File: config.mk
export PLATFORM = sky130hd
export DESIGN_NAME = fibonacci_matrix_power_unit
export DESIGN_NICKNAME = d
export VERILOG_FILES = /design/src/hdl/fmp_pkg.sv /design/src/hdl/fmp_ctrl.sv /design/src/hdl/fmp_datapath.sv /design/src/hdl/fibonacci_matrix_power_unit.sv
export SDC_FILE = /design/constraint.sdc
export NUM_CORES = 2
export LEC_CHECK = 0
export BUFFER_PORTS_ARGS = -buffer_cell sky130_fd_sc_hd__buf_2
export CORE_MARGIN = 2
export CORE_UTILIZATION = 37
export DETAILED_ROUTE_END_ITERATION = 6
export GPL_TIMING_DRIVEN = 0
export PLACE_DENSITY_LB_ADDON = 0.08
export SETUP_SLACK_MARGIN = 0.5
export SLEW_MARGIN = 0
export SYNTH_ARGS = -nofsm -noshare
export SYNTH_HDL_FRONTEND = slang
export SYNTH_SLANG_ARGS = --single-unit
File: constraint.sdc
create_clock -name clk -period 27.5 [get_ports clk]
set_input_delay 6.875 -clock clk [delete_from_list [all_inputs] [get_ports clk]]
set_output_delay 6.875 -clock clk [all_outputs]
set_load 0.01 [all_outputs]
File: src/hdl/fmp_pkg.sv
// ----------------------------------------------------------------------------
// fmp_pkg: shared types and constants of the Fibonacci matrix power unit
// Word widths, controller states, command and status bundles.
// ----------------------------------------------------------------------------
package fmp_pkg;

  // Arithmetic word; every matrix entry is kept modulo 2^WORD_BITS
  localparam int WORD_BITS = 64;
  // Width of the index and result on the stream ports
  localparam int DATA_BITS = 64;
  // Operand half width of the shared multiplier
  localparam int HALF_BITS = (WORD_BITS + 1) / 2;
  localparam int PROD_BITS = 2 * HALF_BITS;

  typedef logic [WORD_BITS-1:0] word_t;
  typedef logic [DATA_BITS-1:0] data_t;
  typedef logic [HALF_BITS-1:0] half_t;
  typedef logic [PROD_BITS-1:0] prod_t;

  // Controller states
  typedef enum logic [2:0] {
    ST_IDLE,
    ST_CHECK,
    ST_ISSUE,
    ST_DRAIN0,
    ST_DRAIN1,
    ST_COMMIT,
    ST_DONE
  } state_t;

  // Matrix entry being produced; the matrices are symmetric, c equals b
  typedef enum logic [1:0] {
    ENT_A,
    ENT_B,
    ENT_D
  } entry_t;

  // Partial product of a truncated word product: low*low, low*high, high*low
  typedef enum logic [1:0] {
    PP_LL,
    PP_LH,
    PP_HL
  } part_t;

  // Controller to datapath
  typedef struct packed {
    logic   load;      // capture a new index, set up the matrices
    logic   issue;     // a partial product enters the multiplier
    logic   sq;        // 1: base*base, 0: acc*base
    logic   term;      // which of the two products of an entry
    part_t  part;
    entry_t entry;
    logic   commit;    // copy the finished product into its matrix
    logic   shift_e;   // drop the exponent bit just handled
    logic   out_load;  // load the result register
  } cmd_t;

  // Datapath to controller
  typedef struct packed {
    logic e_zero;
    logic e_bit0;
    logic e_upper_zero;
  } status_t;

endpackage

File: src/hdl/fmp_ctrl.sv
// ----------------------------------------------------------------------------
// fmp_ctrl: sequencer of the Fibonacci matrix power unit
// Walks the exponent bits and issues the partial products of each matrix
// product to the datapath; owns the stream handshakes.
// ----------------------------------------------------------------------------
module fmp_ctrl (
  input  logic            clk,
  input  logic            rst,
  input  logic            s_tvalid,
  output logic            s_tready,
  output logic            m_tvalid,
  input  logic            m_tready,
  input  fmp_pkg::status_t status,
  output fmp_pkg::cmd_t   cmd
);
  import fmp_pkg::*;

  state_t state, state_next;
  logic   sq, sq_next;
  part_t  part;
  logic   term;
  entry_t entry;
  logic   last_issue;
  logic   out_free;

  assign last_issue = (part == PP_HL) && term && (entry == ENT_D);
  assign out_free   = !m_tvalid || m_tready;

  // Next state
  always_comb begin
    state_next = state;
    sq_next    = sq;
    unique case (state)
      ST_IDLE: begin
        if (s_tvalid) state_next = ST_CHECK;
      end
      ST_CHECK: begin
        if (status.e_zero) begin
          state_next = ST_DONE;
        end else begin
          state_next = ST_ISSUE;
          sq_next    = !status.e_bit0;
        end
      end
      ST_ISSUE: begin
        if (last_issue) state_next = ST_DRAIN0;
      end
      ST_DRAIN0: state_next = ST_DRAIN1;
      ST_DRAIN1: state_next = ST_COMMIT;
      ST_COMMIT: begin
        if (sq) begin
          state_next = ST_CHECK;
        end else if (status.e_upper_zero) begin
          // last exponent bit: squaring the base is not needed
          state_next = ST_DONE;
        end else begin
          state_next = ST_ISSUE;
          sq_next    = 1'b1;
        end
      end
      ST_DONE: begin
        if (out_free) state_next = ST_IDLE;
      end
      default: state_next = ST_IDLE;
    endcase
  end

  // Outputs
  always_comb begin
    cmd          = '0;
    cmd.load     = (state == ST_IDLE) && s_tvalid;
    cmd.issue    = (state == ST_ISSUE);
    cmd.sq       = sq;
    cmd.term     = term;
    cmd.part     = part;
    cmd.entry    = entry;
    cmd.commit   = (state == ST_COMMIT);
    cmd.shift_e  = (state == ST_COMMIT) && sq;
    cmd.out_load = (state == ST_DONE) && out_free;
    s_tready     = (state == ST_IDLE);
  end

  // State and sequencing registers
  always_ff @(posedge clk) begin
    if (rst) begin
      state    <= ST_IDLE;
      sq       <= 1'b0;
      part     <= PP_LL;
      term     <= 1'b0;
      entry    <= ENT_A;
      m_tvalid <= 1'b0;
    end else begin
      state    <= state_next;
      sq       <= sq_next;
      m_tvalid <= cmd.out_load || (m_tvalid && !m_tready);
      // partial product counters, cleared outside the issue phase
      if (state != ST_ISSUE) begin
        part  <= PP_LL;
        term  <= 1'b0;
        entry <= ENT_A;
      end else begin
        unique case (part)
          PP_LL: part <= PP_LH;
          PP_LH: part <= PP_HL;
          default: begin
            part <= PP_LL;
            term <= !term;
            if (term) begin
              unique case (entry)
                ENT_A:   entry <= ENT_B;
                ENT_B:   entry <= ENT_D;
                default: entry <= ENT_A;
              endcase
            end
          end
        endcase
      end
    end
  end

endmodule

File: src/hdl/fmp_datapath.sv
// ----------------------------------------------------------------------------
// fmp_datapath: matrices, exponent and shared multiplier
// One half-word multiplier with a registered product, followed by an
// accumulate stage that builds each truncated entry of a 2x2 product.
// ----------------------------------------------------------------------------
module fmp_datapath (
  input  logic              clk,
  input  logic              rst,
  input  fmp_pkg::cmd_t     cmd,
  output fmp_pkg::status_t  status,
  input  fmp_pkg::data_t    s_tdata,
  output fmp_pkg::data_t    m_tdata
);
  import fmp_pkg::*;

  // Matrices kept as a, b, d (c equals b for powers of [[1,1],[1,0]])
  word_t acc_a, acc_b, acc_d;
  word_t base_a, base_b, base_d;
  word_t tmp_a, tmp_b, tmp_d;
  data_t expo;
  logic  n_zero;

  word_t x_a, x_b, x_d, x_sel, y_sel;
  half_t x_half, y_half;

  prod_t  prod;
  logic   p_valid, p_shift, p_first, p_last;
  entry_t p_entry;

  word_t sum_q, addend, sum_next;

  // Operand selection: left factor is acc or base, right factor is base
  always_comb begin
    x_a = cmd.sq ? base_a : acc_a;
    x_b = cmd.sq ? base_b : acc_b;
    x_d = cmd.sq ? base_d : acc_d;
    unique case (cmd.entry)
      ENT_A: begin
        x_sel = cmd.term ? x_b : x_a;
        y_sel = cmd.term ? base_b : base_a;
      end
      ENT_B: begin
        x_sel = cmd.term ? x_b : x_a;
        y_sel = cmd.term ? base_d : base_b;
      end
      ENT_D: begin
        x_sel = cmd.term ? x_d : x_b;
        y_sel = cmd.term ? base_d : base_b;
      end
      default: begin
        x_sel = x_a;
        y_sel = base_a;
      end
    endcase
    x_half = (cmd.part == PP_HL) ? HALF_BITS'(x_sel >> HALF_BITS) : x_sel[HALF_BITS-1:0];
    y_half = (cmd.part == PP_LH) ? HALF_BITS'(y_sel >> HALF_BITS) : y_sel[HALF_BITS-1:0];
  end

  // Multiplier stage
  always_ff @(posedge clk) begin
    if (rst) begin
      p_valid <= 1'b0;
    end else begin
      p_valid <= cmd.issue;
    end
    prod    <= PROD_BITS'(x_half) * PROD_BITS'(y_half);
    p_shift <= (cmd.part != PP_LL);
    p_first <= (cmd.part == PP_LL) && !cmd.term;
    p_last  <= (cmd.part == PP_HL) && cmd.term;
    p_entry <= cmd.entry;
  end

  // Accumulate stage: cross products land one half word up
  always_comb begin
    addend   = p_shift ? WORD_BITS'({prod, {HALF_BITS{1'b0}}}) : WORD_BITS'(prod);
    sum_next = (p_first ? '0 : sum_q) + addend;
  end

  always_ff @(posedge clk) begin
    if (p_valid) begin
      sum_q <= sum_next;
      if (p_last) begin
        unique case (p_entry)
          ENT_A:   tmp_a <= sum_next;
          ENT_B:   tmp_b <= sum_next;
          default: tmp_d <= sum_next;
        endcase
      end
    end
  end

  // Matrices, exponent and result; index zero gets a zero exponent
  always_ff @(posedge clk) begin
    if (cmd.load) begin
      expo   <= (s_tdata == '0) ? '0 : s_tdata - DATA_BITS'(1);
      n_zero <= (s_tdata == '0);
      acc_a  <= WORD_BITS'(1);
      acc_b  <= '0;
      acc_d  <= WORD_BITS'(1);
      base_a <= WORD_BITS'(1);
      base_b <= WORD_BITS'(1);
      base_d <= '0;
    end else begin
      if (cmd.commit) begin
        if (cmd.sq) begin
          base_a <= tmp_a;
          base_b <= tmp_b;
          base_d <= tmp_d;
        end else begin
          acc_a <= tmp_a;
          acc_b <= tmp_b;
          acc_d <= tmp_d;
        end
      end
      if (cmd.shift_e) expo <= expo >> 1;
    end
    if (cmd.out_load) m_tdata <= n_zero ? '0 : DATA_BITS'(acc_a);
  end

  // Exponent status
  always_comb begin
    status.e_zero       = (expo == '0);
    status.e_bit0       = expo[0];
    status.e_upper_zero = ((expo >> 1) == '0);
  end

endmodule

File: src/hdl/fibonacci_matrix_power_unit.sv
// ----------------------------------------------------------------------------
// fibonacci_matrix_power_unit: F(n) by 2x2 matrix exponentiation
// Takes an index n and returns the Fibonacci number F(n) modulo 2^64.
// ----------------------------------------------------------------------------
// Each index is worked on alone. The unit raises [[1,1],[1,0]] to n-1 by
// square-and-multiply, low exponent bit first, on one shared half-word
// multiplier: a matrix product issues 18 partial products, then passes
// the drain states ST_DRAIN0 and ST_DRAIN1 and a commit. An exponent bit
// gets a test, a multiply of the accumulator by the base when the bit is
// set, then the squaring of the base (the top bit skips the squaring).
// An item holds the unit until its result is loaded, which waits while
// the previous result still waits on m_tready.
// Results wrap modulo 2^64 above n = 93; there is no overflow flag.
// A new index is taken while the previous result still waits on m_tready.
// ----------------------------------------------------------------------------
module fibonacci_matrix_power_unit (
  input  logic            clk,
  input  logic            rst,
  input  logic            s_tvalid,
  output logic            s_tready,
  input  fmp_pkg::data_t  s_tdata,   // [63:0] index_n
  output logic            m_tvalid,
  input  logic            m_tready,
  output fmp_pkg::data_t  m_tdata    // [63:0] fib_value
);
  import fmp_pkg::*;

  cmd_t    cmd;
  status_t status;

  // Sequencer
  fmp_ctrl u_ctrl (
    .clk      (clk),
    .rst      (rst),
    .s_tvalid (s_tvalid),
    .s_tready (s_tready),
    .m_tvalid (m_tvalid),
    .m_tready (m_tready),
    .status   (status),
    .cmd      (cmd)
  );

  // Arithmetic
  fmp_datapath u_datapath (
    .clk     (clk),
    .rst     (rst),
    .cmd     (cmd),
    .status  (status),
    .s_tdata (s_tdata),
    .m_tdata (m_tdata)
  );

endmodule
==> run summary <==
Status = finished, violations left
Failing checks = max-capacitance violations, max-slew violations
H-tree levels = 3
Distinct cells, synth = 95
Top post-synthesis cells by area = fa_1 25%, edfxtp_1 16%, dfxtp_1 13%
Routed vias/inst = 5.63
DRT antenna net count = 0
Most common cell on crit path = fa_1
Die Y = 442 um
Clk slew on worst S/H paths = 70 ps
GP Congestion = 1.03
Share of post-route cells with drive strength above 1 = 0.0641
CTS tree = built
Biggest area consumer among synthesized cells = fa_1
Via count of the routed design = 59.8k
Max Buffers Root-to-Sink = 3
Critical path arrival = 14960 ps
Max-cap viol count = 5
Hold slack = 442 ps
Slew HR = -0.101
Synth Area per Inst = 9.15 um^2
Cts bufs inserted = 85
Post-DP HPWL = 275000 um
RR Startpoint = u_ctrl.entry[0]
First-pass GRT wire length = 467000 um
Final Cycle Share = 0.523
Core ar. = 191000 um^2
Largest net degree at the start of global routing = 65
Post-synth EDFFs = 385
#FFs+latches synth = 849
I/O pins = 134
Die W = 442 um
Clk Latency, worst-skew pair = 730 ps
Worst setup path startpoint = u_ctrl.entry[0]
WL/cell = 31.9 um
CP endpoint kind = register
Synth top area share = 0.253
Sequential-to-total area share from yosys stat = 0.293
Aggregate routed wire length = 339000 um
Postcts setup bufs = 0
Leakage power = 32.4 nW
Final hold vios = 0
Post-CTS Hold Buffers = 0
# DRC = 0
RSZ-0062 raised after global routing = false
All-Layer GR Usage = 0.342
Setup ws final = 13130 ps
IO Port Bufs = 133
Most common cell in the netlist = nand2_1
Final Power = 3.07 mW
Min-delay src = u_ctrl.entry[0]
Worst slew pin tran = 1650 ps
Site Rows = 160
Crit path time final = 14370 ps
Worst R2R Setup Slack = 13130 ps
Worst EP required = 28090 ps
Setup TNS = 0 ps
Hold WC Path Type = reg -> reg
Critical Path Fanout Max = 10
Most common library cells after synthesis = 1494 x nand2_1, 990 x inv_1, 897 x fa_1
Initial DRC Count = 7149
Max Freq = 69.6 MHz
CP max stage delay = 1080 ps
CP bufs+invs = 9
DP Worst Slack = 13780 ps
Crit-path leading delay family = adder cells
Drt first pass iters = 5
Worst setup SP type = register
YS warnings = 0
Layout Skew = 36.4 ps
Post-Syn Area = 71100 um^2
Antenna violations before repair = 33
Synthesized net count = 9069
Initial Util = 0.373
Area growth from synthesis to layout = 11.1%
CP max-delay cell = o21ai_1
Power density over the cells = 38.9 nW/um^2
Final nets = 9337
Die ar. = 196000 um^2
Final global-route overflow total = 0
Crit path kind = reg -> reg
Clk root buf = clkbuf_16
Top FF cell, synth = dfxtp_1
Post_cts resized = 0
Mapped Cells = 7771
Final Slew Violations = 33
Synth async-reset ratio = 0
Vias in the first global route = 58.3k
# setup viols final = 0
CTS Sinks = 849
Peak VDD IR = 0.0000487 V
worst register-to-register path, delay by kind of cell, from the launching register on:
kind / cells / cell delay, ps
buffers and inverters: 9 / 3600
xor gates and xnor gates: 1 / 130
adders and majority gates: 10 / 5030
AOI/OAI and AO/OA: 9 / 3820
and+or+nand+nor: 5 / 1290
DFF: 1 / 370
report_power, final:
group | switching [mW] | total (mW) | internal (mW)
registers | 0.0238 | 1.39 | 1.37
logic | 0.307 | 0.396 | 0.0890
clock network | 0.554 | 1.28 | 0.730
cell type report:
| class | count | area, um^2 |
|---|---|---|
| fill | 19174 | 112000 |
| multi-input combinational | 5449 | 45000 |
| sequential | 849 | 20900 |
| inverter | 993 | 3730 |
| tap | 2511 | 3140 |
| clock buffer | 115 | 2460 |
| buffer | 480 | 1830 |
| timing repair buffer | 181 | 1350 |
| clock inverter | 45 | 563 |
| antenna | 8 | 20.0 |
sequential cells by signal (all words and copies together) (netlist names), 2 cells and up:
register and count:
u_datapath.acc_a 64, u_datapath.acc_b 64, u_datapath.acc_d 64, u_datapath.base_a 64, u_datapath.base_b 64, u_datapath.base_d 64, u_datapath.expo 64, u_datapath.m_tdata 64
u_datapath.prod 64, u_datapath.sum_q 64, u_datapath.tmp_a 64, u_datapath.tmp_b 64, u_datapath.tmp_d 64, u_ctrl.state 3, u_ctrl.entry 2, u_ctrl.part 2
u_datapath.p_entry 2
worst paths after layout:
kind	to	cells after the start
min reg2reg	u_datapath.p_entry[0]	0
min	u_datapath.p_entry[0]	0
max	u_datapath.prod[63]	34
max reg2reg	u_datapath.prod[63]	34
kinds of logic (layout without fill, tap and decap cells):
logic type / count (synthesis) / count (layout) / share of synthesized area
simple gates: 2600 / 2600 / 0.154
buf+inv: 1473 / 1814 / 0.0781
fa+ha+maj: 1230 / 1230 / 0.311
compound gates: 1187 / 1187 / 0.100
flops: 849 / 849 / 0.293
mux: 253 / 253 / 0.0406
xor+xnor: 179 / 179 / 0.0221
other cells: 0 / 8 / 0
metal layers:
layer	vias to the layer above	share of wire	global-route usage
met2	3179	0.40	0.473
met5	-	0.00027	0
met3	549	0.12	0.109
li1	25532	-	-
met1	30545	0.44	0.495
met4	12	0.045	0.129
cell usage in the layout, fill, tap and decap left out, types with 17 or more instances in the layout:
cell type	synthesis	routed
nor2_1	641	641
edfxtp_1	385	385
nand4_1	44	44
o21bai_1	39	39
xnor2_2	0	20
fa_1	897	897
nand2_1	1494	1493
inv_1	990	990
buf_1	39	38
nor4_1	32	31
buf_2	17	152
nand3_1	38	38
ha_1	333	333
mux2i_1	187	187
buf_8	0	20
dfxtp_1	464	463
xor2_1	59	54
xnor2_1	120	100
a21o_1	114	114
a21oi_2	0	17
a311oi_1	23	23
nor2b_1	187	186
clkbuf_1	423	434
and2_1	21	21
clkbuf_16	0	90
o22ai_1	77	73
mux2_2	42	42
o31ai_1	37	37
nor3_1	41	39
buf_6	0	17
o21ai_0	95	93
mux4_2	24	24
a21oi_1	637	620
a31oi_1	21	21
a221oi_1	29	29
per-stage QoR:
stage,cells,cell area (um^2),utilization
floorplan,7771,71100,-
global placement,10415,74900,0.393
detailed placement,10462,75900,0.398
CTS,10622,78900,0.414
global route,10626,79000,0.414
finish,10631,79000,0.414
No activity file was read; power rests on OpenSTA's default activity.
